===== src/tsrt_ram.sv =====
// ----------------------------------------------------------------------------
// Generic single port RAM
// One access per cycle: it always reads, writes too when we is high, registered read data.
// ----------------------------------------------------------------------------
module tsrt_ram #(
    parameter int WIDTH = 8,
    parameter int DEPTH = 16
) (
    input  logic                     clk,
    input  logic                     we,
    input  logic [$clog2(DEPTH)-1:0] addr,
    input  logic [WIDTH-1:0]         wdata,
    output logic [WIDTH-1:0]         rdata
);

    logic [WIDTH-1:0] mem_reg [DEPTH];
    logic [WIDTH-1:0] rdata_reg;

    always_ff @(posedge clk)
    begin
        if (we)
        begin
            mem_reg[addr] <= wdata;
        end
        rdata_reg <= mem_reg[addr];
    end

    assign rdata = rdata_reg;

endmodule


===== config.mk =====
export PLATFORM = sky130hd
export DESIGN_NAME = tsrt_ram
export DESIGN_NICKNAME = d
export VERILOG_FILES = /design/src/tsrt_ram.sv
export SDC_FILE = /design/constraint.sdc
export NUM_CORES = 1
export LEC_CHECK = 0
export BUFFER_PORTS_ARGS = -buffer_cell sky130_fd_sc_hd__clkbuf_2
export CAP_MARGIN = 20
export CORE_ASPECT_RATIO = 1.75
export CORE_MARGIN = 2
export CORE_UTILIZATION = 60
export DETAILED_ROUTE_END_ITERATION = 16
export GPL_TIMING_DRIVEN = 0
export HOLD_SLACK_MARGIN = 0.1
export MAX_ROUTING_LAYER = met4
export PLACE_DENSITY = 0.78
export SLEW_MARGIN = 40
export SYNTH_ARGS = -nofsm -noshare
export SYNTH_HDL_FRONTEND = slang
export SYNTH_SLANG_ARGS = --single-unit

===== constraint.sdc =====
create_clock -name clk -period 2 [get_ports clk]
set_input_delay 0.1 -clock clk [delete_from_list [all_inputs] [get_ports clk]]
set_output_delay 0.1 -clock clk [all_outputs]
set_load 0.05 [all_outputs]

==> impl_metrics.csv <==
group,metric,value,unit
critical_path,reg2reg_from,"mem_reg[11][3]",
global_routing,track_usage,24.4,%
finish,postLayoutCoreUtil,71.3,%
clock_network,post_cts_buffers,0,
synth,yosysTopAreaCellShare,75.9,%
critical_path,cp-start-kind,"primary input",
floorplan,dieArea,9230,µm²
sta,max_freq,558,MHz
sta,setup_ws,209,ps
floorplan,dieHeight,126,µm
min_path,min_path_type,"in2reg",
synth,synth_ff_type,"edfxtp_1",
finish,num-fill-cells,485,
synth,synth-seq-area-share,79.0,%
route,wl,9.51,mm
min_path,min_to,"mem_reg[8][5]",
clock_network,cts_hold_buf,0,
sta,setup_viol,0,
pwr,pwr_density_cell,1130,nW/µm²
pwr,fin_total_pwr,0.00666,W
floorplan,dieWidth,73.5,µm
pwr,p_leak,1.94,nW
sta,finClkSkew,5.01,ps
synth,synth_edf_count,128,
sta,final_max_slew_viol_count,0,
pwr,peakVddDrop,775,µV
clock_network,worstSkewPairLatency,410,ps
route,ant_nets,0,
clock_network,root_buffer,"clkbuf_16",
sta,slew_headroom,46.9,%
clock_network,clk_pin_slew_worst_paths,50,ps
run_status,status,"finished, final reports clean",
run,maxCapViolCount,0,
synth,synth.net_count,244,
global_routing,overflow,0,
synth,synthTopCellsByCount,"edfxtp_1 (128), mux4_2 (32), a22oi_1 (16)",
synth,synthCells,230,
sta,finalCritPeriodShare,89.6,%
route,drc,0,
placed_design,gp_congestion,0.982,
global_routing,grt_antenna_before_repair,0,
global_routing,grt_max_degree,17,
critical_path,rr_endpoint,"rdata[3]",
finish,antennaDiodeCount,0,
synth,syn_area,5070,µm²
min_path,hold_start,"wdata[5]",
synth,yosys_warnings,0,
route,drt-vias-per-instance,6.27,
global_routing,grt_pass1_vias,2389,
synth,synthArstFlopShare,0,%
clock_network,clock-sinks,136,
clock_network,post_cts_resized,0,
critical_path,arrival,1830,ps
global_routing,grt_first_pass_wirelength,14.4,mm
clock_network,numCtsBuffers,17,
critical_path,crit_start,"addr[1]",
synth,yosysMostFrequentCell,"edfxtp_1",
finish,largest_reg_flops,128,
floorplan,io_pins,22,
min_path,hold_depth,1,
route,first_pass_iters,4,
critical_path,required,2040,ps
placed_design,post-place-ws,-198,ps
synth,yosys.area.top_type,"edfxtp_1",
clock_network,cts.path.max_buffers,2,
critical_path,crit_path_end_kind,"flip-flop",
synth,synth.avg_cell_area,22.0,µm²
sta,worstMarginPinSlew,794,ps
floorplan,core,8260,µm²
critical_path,worstPathMaxFanout,10,
placed_design,place_hpwl,6.10,mm
critical_path,r2r_cells,3,
clock_network,cts_tree,"yes",
clock_network,cts-htree-levels,4,
critical_path,critPathKind,"in2reg",
route,via_count,2340,
synth,synth.distinct_cells,18,
finish,layout-drive-gt1-share,32.4,%
sta,finalHoldViolCount,0,
finish,area_growth_syn_to_layout,16.3,%
synth,synthTopCellsByArea,"edfxtp_1 (76%), mux4_2 (14%), dfxtp_1 (3.2%), a22oi_1 (2.4%), nor2_1 (0.96%)",
placed_design,io_buffer_count,19,
finish,nNetsFinal,282,
floorplan,fp-row-count,44,
route,wire_per_inst,25.5,µm
synth,synth_seq_cells,136,
floorplan,initial_core_util,61.4,%
sta,fin_setup_tns,0,ps
critical_path,r2r_slack,580,ps
sta,min_period,1790,ps
route,initialDrtViolationCount,233,
sta,rsz0062_at_grt,"no",
[cell type report]
cell class                      count  area [µm²]  area share, %
Sequential cell                   136        4000           68.0
Multi-Input combinational cell     83        1030           17.4
Clock buffer                       22         464           7.88
Clock inverter                     10         128           2.17
Tap cell                           92         115           1.95
Timing Repair Buffer               19        95.1           1.61
Buffer                             11        60.1           1.02
[how the worst max path moves through the flow]
| stage | end | slack (ps) | depth (start not counted) |
|---|---|---|---|
| 3_5_place_dp | mem_reg[15][2] | -200 | 4 |
| 4_1_cts | mem_reg[15][3] | 200 | 4 |
| 5_1_grt | mem_reg[3][5] | 50 | 4 |
| 2_1_floorplan | mem_reg[0][0] | 410 | 2 |
| 3_3_place_gp | mem_reg[0][7] | -150 | 3 |
| 6_report | mem_reg[15][4] | 210 | 4 |
[power by group]
| part | switching [W] | total [W] | internal (W) |
|---|---|---|---|
| Clock | 0.00108 | 0.00309 | 0.00201 |
| Sequential | 0.0000161 | 0.00321 | 0.00319 |
| Combinational | 0.000242 | 0.000362 | 0.000120 |
[critical path, cell delays in order]
cell	delay, ps
buf_2	250
buf_1	530
nand2_1	290
nor2_1	660
[metrics by stage]
step                      hold WS [ps]  instances  area (µm²)
final                              120        373        5890
after global routing               144        373        5890
after CTS                          110        373        5890
after detailed placement           540        341        5300
after global placement             520        341        5280
after floorplan                    199        230        5070
[routing by layer]
metal	share of wire (%)	vias to the layer above	global-route usage [%]
li1	-	1034	-
met1	37	1191	31.1
met2	53	96	35.7
met3	6.1	19	7.90
met4	3.4	0	11.3
met5	0	-	-
[cell families after synthesis]
group                  count (synthesis)  synth area share (%)
buffers and inverters                 11                  1.19
flip-flops                           136                  79.0
AO/OA/AOI/OAI                         16                  2.37
multiplexers                          32                  14.2
AND/OR/NAND/NOR                       35                  3.21
[layout by cell type, fill, tap and decap left out, drive strengths merged, types with 2 or more instances in the layout]
master | synthesis | routed
edfxtp | 128 | 128
clkbuf | 3 | 44
mux4 | 32 | 32
a22oi | 16 | 16
nor2 | 13 | 13
nand2 | 9 | 9
dfxtp | 8 | 8
buf | 8 | 8
clkinv | 0 | 6
nor3 | 4 | 4
bufinv | 0 | 3
nor2b | 2 | 2
nand3b | 2 | 2
nand2b | 2 | 2
No activity file was read; power rests on OpenSTA's default activity.
