`src/tsrt_pkg.sv`:
```
// ----------------------------------------------------------------------------
// Time slot reservation table package
// Shared types, codes and constants of the reservation table.
// ----------------------------------------------------------------------------
package tsrt_pkg;

    localparam int NUM_AREAS_DEF      = 16;
    localparam int SLOTS_PER_AREA_DEF = 32;
    localparam int MAX_SPAN           = 100;

    localparam int TIME_W  = 16;
    localparam int SPAN_W  = 7;
    localparam int AGENT_W = 8;
    // times grow past 16 bits while walking the table
    localparam int EXT_W   = TIME_W + 1;

    localparam logic [2:0] OP_ENABLE  = 3'd0;
    localparam logic [2:0] OP_RESERVE = 3'd1;
    localparam logic [2:0] OP_RELEASE = 3'd2;
    localparam logic [2:0] OP_SET_LEN = 3'd3;
    localparam logic [2:0] OP_CLEAR   = 3'd4;

    localparam logic [2:0] ST_OK       = 3'd0;
    localparam logic [2:0] ST_UNKNOWN  = 3'd1;
    localparam logic [2:0] ST_FULL     = 3'd2;
    localparam logic [2:0] ST_NOTFOUND = 3'd3;
    localparam logic [2:0] ST_OVERFLOW = 3'd4;

    typedef struct packed {
        logic [TIME_W-1:0]  start;
        logic [SPAN_W-1:0]  span;
        logic [AGENT_W-1:0] owner;
    } entry_t;

    typedef enum logic [2:0] {
        S_IDLE,
        S_DECODE,
        S_LOAD,
        S_CHECK,
        S_EMIT
    } state_t;

endpackage

```
`src/tsrt_cell.sv`:
```
// ----------------------------------------------------------------------------
// Reservation table cell
// Holds one entry of the working copy; shifts toward the head on demand and,
// when its index is below the entry count, flags a start time equal to the broadcast key.
// ----------------------------------------------------------------------------
module tsrt_cell #(
    parameter int INDEX = 0,
    parameter int CW    = 6
) (
    input  logic            clk,
    input  logic            shift,
    input  tsrt_pkg::entry_t shift_in,
    input  logic [CW-1:0]   count,
    input  logic [15:0]     key,
    output tsrt_pkg::entry_t entry,
    output logic            hit
);
    import tsrt_pkg::*;

    entry_t entry_reg;

    always_ff @(posedge clk)
    begin
        if (shift)
        begin
            entry_reg <= shift_in;
        end
    end

    assign entry = entry_reg;
    assign hit   = (CW'(INDEX) < count) && (entry_reg.start == key);

endmodule

```
`config.mk`:
```
export PLATFORM = sky130hd
export DESIGN_NAME = tsrt_cell
export DESIGN_NICKNAME = d
export VERILOG_FILES = /design/src/tsrt_pkg.sv /design/src/tsrt_cell.sv
export SDC_FILE = /design/constraint.sdc
export NUM_CORES = 1
export LEC_CHECK = 0
export CORE_MARGIN = 1.5
export CORE_UTILIZATION = 55
export CTS_CLUSTER_DIAMETER = 100
export DETAILED_ROUTE_END_ITERATION = 8
export DONT_BUFFER_PORTS = 1
export HOLD_SLACK_MARGIN = 0.1
export PLACE_DENSITY_LB_ADDON = 0.05
export REMOVE_ABC_BUFFERS = 1
export SETUP_SLACK_MARGIN = 0.02
export SYNTH_ARGS = -nofsm -noshare
export SYNTH_HDL_FRONTEND = slang
export SYNTH_SLANG_ARGS = --single-unit
```
`constraint.sdc`:
```
create_clock -name clk -period 2.7 [get_ports clk]
set_input_delay 0.405 -clock clk [delete_from_list [all_inputs] [get_ports clk]]
set_output_delay 0.405 -clock clk [all_outputs]
set_load 0.005 [all_outputs]
```
==> run metrics <==
ANT cells 0; setup TNS 0 ns; Max Cap Viol 0; drt first pass iters 2; Post-synth EDFFs 31; Synth Area in Compound Gates 0.668%; fin util 63.5%; Final Setup Violations 0; worst vdd ir 0.000482 V; most common cell in the netlist edfxtp_1; final-stage net count 116; met2 WL 1000 um; Initial Util 57.9%; Max Freq 0.480 GHz; CP Max Fanout 2; Post-Syn Area 0.00112 mm^2; H-tree levels 2; critical path depth 4; Yosys top cell by area edfxtp_1; layout cells sized above 1 12.9%; area fraction of the dominant cell type after synthesis 82.9%; Hold Crit Class input pin to flop; Synth Area in XOR/XNOR 12.5%; CTS Buf Count 5; Yosys warning count 0; drt total wl 1730 um; hold_buf cts 0; met3 routed WL 238 um; clock slew at reported path FFs 0.10 ns; Slew @ Worst Pin 0.342 ns; Sink Count 31; CTS tree done; Max stage delay on crit path 0.44 ns; Top FF cell, synth edfxtp_1; grt ovf 0; mux share of post-synthesis cell area 0%; CP Buf/Inv Count 0; critical path class flop to output pin; Final WS setup 0.617 ns; CP max stage cell edfxtp_1; die span in y 48.2 um; clk buf depth 2; PD cells 783 mW/mm^2; Place WS 0.968 ns; DRT antenna net count 0; Root Buffer clkbuf_4; DR WL/cell 19.5 um; Hold Vio Cnt, Final 0; routed via count 509; Final GP Congestion 0.582; largest net degree at the start of global routing 32; Row Count 16; I/O Buffers 0; core area 0.00194 mm^2; CP Cell Sequence xor2_1, nor4_2, o31ai_1, nor4_1; setup bufs post-CTS 0; status finished clean; wl on met1 464 um; cts repair resizes 0; first-pass GRT wire length 2040 um; Final Slew Violations 0; Crit. Startpoint entry[24]; Largest delay share family, worst path simple AND/OR/NAND/NOR gates; sequential fraction of the synthesis area 82.9%; Cells after Synth 54; routed vias/inst 5.72; CP arrival 1.68 ns; Die ar. 0.00232 mm^2; top cells by area, synth edfxtp_1 (83%), xnor2_1 (9.4%), xor2_1 (3.1%); CP Capture Type output pin; Critical Path RT 2.30 ns; First DRT Iteration DRCs 2; Startpoint Class flop; fin crit share 77.1%; num ports 87; Post-Synth Simple-Gate Area 4.01%; Worst Hold Depth 0; Synth top cells by count edfxtp_1 (31), xnor2_1 (12), xor2_1 (4); async set or reset register ratio after synthesis 0%; top layer in use met4; Yosys reg bits 31; Final Critical Period 2.08 ns; die width 48.2 um; Total GRT Usage 15.3%; Synth Area in Adders 0%; synth unique cells 8; RSZ-0062 raised after global routing no; area grow syn2layout 9.80%; initial antenna violation count 0; Largest register FFs 31; DRC errors left 0; vias in the first global route 493; combinational family with the most area after synthesis XOR/XNOR gates; leakage power 0.392 nW; Avg Inst Size Synth 20.8 um^2; Relative slew margins 77.0%; Worst setup endpoint hit
## cell type report
cell class	count	area (um^2)
Sequential cell	31	931
Multi-Input combinational cell	23	193
Fill cell	144	708
Tap cell	27	33.8
Clock buffer	5	37.5
Clock inverter	3	38.8
## kinds of logic after synthesis
| kind of cell | after synthesis |
|---|---|
| xor+xnor | 16 |
| simple gates | 6 |
| flops | 31 |
| compound gates | 1 |
## metal layers
metal | vias to the layer above | track usage [%]
li1 | 222 | -
met1 | 236 | 10.1
met2 | 48 | 27.1
met3 | 3 | 12.2
met4 | 0 | 9.73
met5 | - | 0
## through the flow
step,power (mW),std cells,hold WS (ns),instance area [um^2]
floorplan,0.633,54,0.504,1120
global placement,0.642,81,0.504,1160
detailed placement,0.644,81,0.504,1160
CTS,0.981,89,0.141,1230
global route,1.01,89,0.130,1230
finish,0.967,89,0.163,1230
## report_power, final
part | internal, mW | leakage, nW | switching, mW
clock network | 0.190 | 0.0426 | 0.145
logic | 0.0198 | 0.0459 | 0.0112
registers | 0.574 | 0.303 | 0.0269
## worst min path at each step
stage	endpoint	slack, ns	start
after global placement	entry[5]	0.50	shift_in[5]
after global routing	entry[3]	0.13	shift_in[3]
after CTS	entry[3]	0.14	shift_in[3]
after floorplan	entry[0]	0.50	shift_in[0]
final	entry[3]	0.16	shift_in[3]
after detailed placement	entry[30]	0.50	shift_in[30]
## cells in the final DEF (no fill, tap or decap)
cell,n
bufinv_16,1
clkbuf_4,5
clkinv_2,1
nand4_1,3
o31ai_1,1
edfxtp_1,31
xnor2_1,12
nor4_1,1
nor4_2,1
clkinv_1,1
or4_1,1
xor2_1,4
No activity file was read; power rests on OpenSTA's default activity.
