**config.mk**
```make
export PLATFORM = sky130hd
export DESIGN_NAME = tsrt_walk
export DESIGN_NICKNAME = d
export VERILOG_FILES = /design/src/tsrt_pkg.sv /design/src/tsrt_walk.sv
export SDC_FILE = /design/constraint.sdc
export NUM_CORES = 1
export LEC_CHECK = 0
export BUFFER_PORTS_ARGS = -buffer_cell sky130_fd_sc_hd__buf_2
export CAP_MARGIN = 20
export CORE_ASPECT_RATIO = 0.7
export CORE_MARGIN = 10
export CORE_UTILIZATION = 52
export DETAILED_ROUTE_END_ITERATION = 6
export HOLD_SLACK_MARGIN = 0.1
export PLACE_DENSITY = 0.85
export SYNTH_ARGS = -nofsm -noshare
export SYNTH_HDL_FRONTEND = slang
export SYNTH_SLANG_ARGS = --single-unit
```
**constraint.sdc**
```tcl
create_clock -name clk -period 4.26 [get_ports clk]
set_input_delay 0.213 -clock clk [delete_from_list [all_inputs] [get_ports clk]]
set_output_delay 0.213 -clock clk [all_outputs]
set_load 0.02 [all_outputs]
```
**src/tsrt_pkg.sv**
```systemverilog
// ----------------------------------------------------------------------------
// Time slot reservation table package
// Shared types, codes and constants of the reservation table.
// ----------------------------------------------------------------------------
package tsrt_pkg;

    localparam int NUM_AREAS_DEF      = 16;
    localparam int SLOTS_PER_AREA_DEF = 32;
    localparam int MAX_SPAN           = 100;

    localparam int TIME_W  = 16;
    localparam int SPAN_W  = 7;
    localparam int AGENT_W = 8;
    // times grow past 16 bits while walking the table
    localparam int EXT_W   = TIME_W + 1;

    localparam logic [2:0] OP_ENABLE  = 3'd0;
    localparam logic [2:0] OP_RESERVE = 3'd1;
    localparam logic [2:0] OP_RELEASE = 3'd2;
    localparam logic [2:0] OP_SET_LEN = 3'd3;
    localparam logic [2:0] OP_CLEAR   = 3'd4;

    localparam logic [2:0] ST_OK       = 3'd0;
    localparam logic [2:0] ST_UNKNOWN  = 3'd1;
    localparam logic [2:0] ST_FULL     = 3'd2;
    localparam logic [2:0] ST_NOTFOUND = 3'd3;
    localparam logic [2:0] ST_OVERFLOW = 3'd4;

    typedef struct packed {
        logic [TIME_W-1:0]  start;
        logic [SPAN_W-1:0]  span;
        logic [AGENT_W-1:0] owner;
    } entry_t;

    typedef enum logic [2:0] {
        S_IDLE,
        S_DECODE,
        S_LOAD,
        S_CHECK,
        S_EMIT
    } state_t;

endpackage

```
**src/tsrt_walk.sv**
```systemverilog
// ----------------------------------------------------------------------------
// First-fit walk unit
// Takes the area's entries in ascending order, one per cycle while valid is high, and
// moves the candidate time past every entry it overlaps.
// ----------------------------------------------------------------------------
module tsrt_walk (
    input  logic                        clk,
    input  logic                        rst_n,
    input  logic                        init,
    input  logic [15:0]                 slot_time,
    input  logic [6:0]                  len,
    input  logic                        valid,
    input  tsrt_pkg::entry_t            entry,
    output logic [tsrt_pkg::EXT_W-1:0]  grant
);
    import tsrt_pkg::*;

    logic [EXT_W-1:0] t_reg, t_next;
    logic             stop_reg, stop_next;
    logic [EXT_W-1:0] b, e, f;
    logic             overlap;

    always_comb
    begin
        b = EXT_W'(entry.start);
        e = b + EXT_W'(entry.span);
        f = t_reg + EXT_W'(len);
        overlap = ((t_reg >= b) && (t_reg < e)) || ((f >= b) && (f < e))
                  || ((t_reg <= b) && (f >= e));
        t_next    = t_reg;
        stop_next = stop_reg;
        if (init)
        begin
            t_next    = EXT_W'(slot_time);
            stop_next = 1'b0;
        end
        else if (valid && !stop_reg)
        begin
            if (f <= b)
            begin
                stop_next = 1'b1;
            end
            else if (overlap)
            begin
                t_next = e;
            end
        end
    end

    always_ff @(posedge clk or negedge rst_n)
    begin
        if (!rst_n)
        begin
            t_reg    <= '0;
            stop_reg <= 1'b0;
        end
        else
        begin
            t_reg    <= t_next;
            stop_reg <= stop_next;
        end
    end

    assign grant = t_reg;

endmodule

```
==> results.ini <==
[run_status]
status=completed

[sta]
drv_slew=0
timing.hold.ws_ns=0.196
finalSetupViolations=0
worst_slack_ns=0.225
fin_skew_ns=0.00630
rsz0062_at_grt=false
slew_headroom=0.565
fin_crit_ns=4.04
timing_hold_violations_final=0
fin_crit_sh=0.947
tightest_slew_ns=0.652
fmax_mhz=248
finalSetupTns_ns=0

[detailed_routing]
post_drt_wl_per_cell_um=18.1
drc=0
viasPerCell=6.16
ant_nets=0
drt-total-wl_um=10600
drt-initial-drc-count=314
vias=3611
first_pass_iters=5

[logic_synthesis]
syn_inst=427
ys_warn_count=0
synth_nets=566
synth_top_area_share=0.284
synth_area_leader_cell=ha_1
syn_avg_cell_area_um2=8.14
ys_ff_latch=18
yosys-top-cells-count=ha_1 (79), nand2_1 (34), inv_1 (32)
synth_most_common_cell=ha_1
synth-edff-count=0
syn-cell-area_um2=3480
ys_async_sr_fraction=1.00
synth_area_leaders=ha_1 (28%), dfrtp_1 (13%), o211ai_1 (5.8%)
synth_cell_types=50
ys_seq_area_frac=0.130
synth_ff_type=dfrtp_1

[worst_setup_path]
crit_path_max_fanout=13
setup.worst_path.start_class=flip-flop
worstSetupPathType=flip-flop to flip-flop
timing.reg2reg.worst_path_depth=15
critPathMaxStageDelay_ns=0.46
slowest_stage=dfrtp_2
cp.arrival_ns=4.16
cp.required_ns=4.38
worst_path_most_repeated_cell=a21oi_1
end_kind=flip-flop
path_cells=ha_1 -> a21o_1 -> a21oi_1 -> o21bai_1 -> a21oi_1 -> o21ai_1 -> xor2_1 -> ha_1 -> a21oi_1 -> nand3_1 -> o311ai_0 -> nand3b_1 -> o211ai_4 -> or2_2 -> o211ai_1

[cts]
cts_buffers=3
cts_tree=built
cts.sinks=18
clock_latency_ns=0.26
clock_path_buffers=2
htreeDepth=1
clk_pin_slew_worst_paths_ns=0.07
cts_root_buffer=clkbuf_8

[global_routing]
grtUsageTotal=0.198
grt_use_met3=0.0248
grt_max_degree=31
grt_pass1_vias=3497
grt_pass1_wl_um=17300
grt.overflow.total=0
use_met2=0.300
antenna_found_initial=0
use_met1=0.292
grt.busiest_layer=met2

[min_path]
hold_path.class=input pin to flip-flop
worstHoldPathCells=3

[place]
place_inst=581
portBuffers=66
hpwlAfterDp_um=8930
place_ws_ns=0.145
gp_congestion=0.928

[floorplanning]
die_w_um=118
pin_count=75
initial_core_util=0.546
chipHeight_um=88.4
rows=24
dieArea_um2=10400
core_area_um2=6370

[pwr]
p_int_mw=0.617
p_sw_frac=0.494
leakagePower_nw=1.99
power.switching_mw=0.602
clockPowerShare=0.100
power.density_nw_per_um2=302
p_comb_frac=0.693
pwr-share-seq=0.207
vdd_drop_max_mv=0.122

[job]
maxCapViolCount=0

[layout]
fin_cells=586
nNetsFinal=636
syn_to_final_growth_pct=16.1
largest_reg_flops=17
nFillCells=549
final_layout_size_suffix_gt1_frac=0.184
antenna_cells=0

## layer usage
metal / vias to the layer above / routed length, µm
li1: 1752 / -
met1: 1692 / 5330
met2: 157 / 4250
met3: 10 / 949
met4: 0 / 91
met5: - / 0
## worst max-delay path, delay by kind of cell (launching register included)
| kind | cells | cell delay (ns) |
|---|---|---|
| xor+xnor | 1 | 0.28 |
| compound gates | 9 | 1.86 |
| fa+ha+maj | 2 | 0.61 |
| simple gates | 3 | 0.68 |
| flops | 1 | 0.46 |
## metrics by stage
step                area, µm²   util  total power [mW]
detailed placement       3950  0.621              1.07
floorplan                3480      -             0.818
global placement         3950  0.621              1.03
global route             4040  0.634              1.33
CTS                      4010  0.629              1.19
finish                   4040  0.634              1.22
## worst paths after layout
check | start | endpoint | slack, ns
worst max register to register | grant[1] | grant[4] | 0.22
max in group asynchronous | rst_n | grant[1] | 3.52
worst min register to register | stop_reg | stop_reg | 0.52
worst max-delay path | grant[1] | grant[4] | 0.22
min in group asynchronous | rst_n | grant[9] | 0.42
worst min-delay path | slot_time[11] | grant[11] | 0.20
## power groups by stage
| stage | Combinational (mW) | Clock (mW) | Sequential [mW] |
|---|---|---|---|
| 5_1_grt | 0.938 | 0.132 | 0.256 |
| 2_1_floorplan | 0.550 | 0 | 0.268 |
| 4_1_cts | 0.821 | 0.121 | 0.249 |
| 3_5_place_dp | 0.815 | 0 | 0.252 |
| 3_3_place_gp | 0.775 | 0 | 0.250 |
| 6_report | 0.845 | 0.122 | 0.252 |
## repair_timing
| action | 4_1_cts | 5_1_grt |
|---|---|---|
| hold buffers | 1 | 0 |
| gates resized for setup | 0 | 7 |
| setup buffers | 0 | 1 |
| setup endpoints to repair | 0 | 17 |
| endpoints found under the hold margin | 18 | 0 |
## placed cells by master (no fill, tap or decap), types with 3 or more instances in the layout
cell       synthesis  final
a2bb2oi_1         13     13
nand2_1           34     34
nor2_1            28     27
ha_1              79     79
a21o_1            12     12
nand3_1           13     13
clkbuf_8           0      3
and4_1             4      4
nor2b_1            7      6
xor2_1             8      7
or3_1              5      5
o21ai_0           12     11
nand4_1           12     12
o2111a_1           4      4
o21a_1             7      7
o211ai_1          27     27
inv_1             32     32
nor3_1             8      8
o21ai_1            2      3
o2111ai_1          4      4
a21oi_1           24     24
o31ai_1            3      3
buf_4              0     10
xnor2_1           20     20
a31oi_1            6      6
nor4_1             3      3
dfrtp_1           18     17
buf_2              5     66
## logic make-up (layout without fill, tap and decap cells)
family	Yosys count	count (layout)	synth area share
compound gates	128	128	0.266
simple gates	125	125	0.179
fa+ha+maj	81	81	0.296
buf+inv	46	114	0.0558
xor+xnor	28	28	0.0706
flops	18	18	0.130
mux	1	1	0.00324
## layout make-up
class,count,area [µm²],area share
Clock buffer,3,41.3,0.0102
Multi-Input combinational cell,363,2850,0.707
Inverter,32,120,0.0298
Sequential cell,18,452,0.112
Timing Repair Buffer,79,455,0.113
Tap cell,91,114,0.0282
Note: power is estimated with default switching activity, not from simulation.
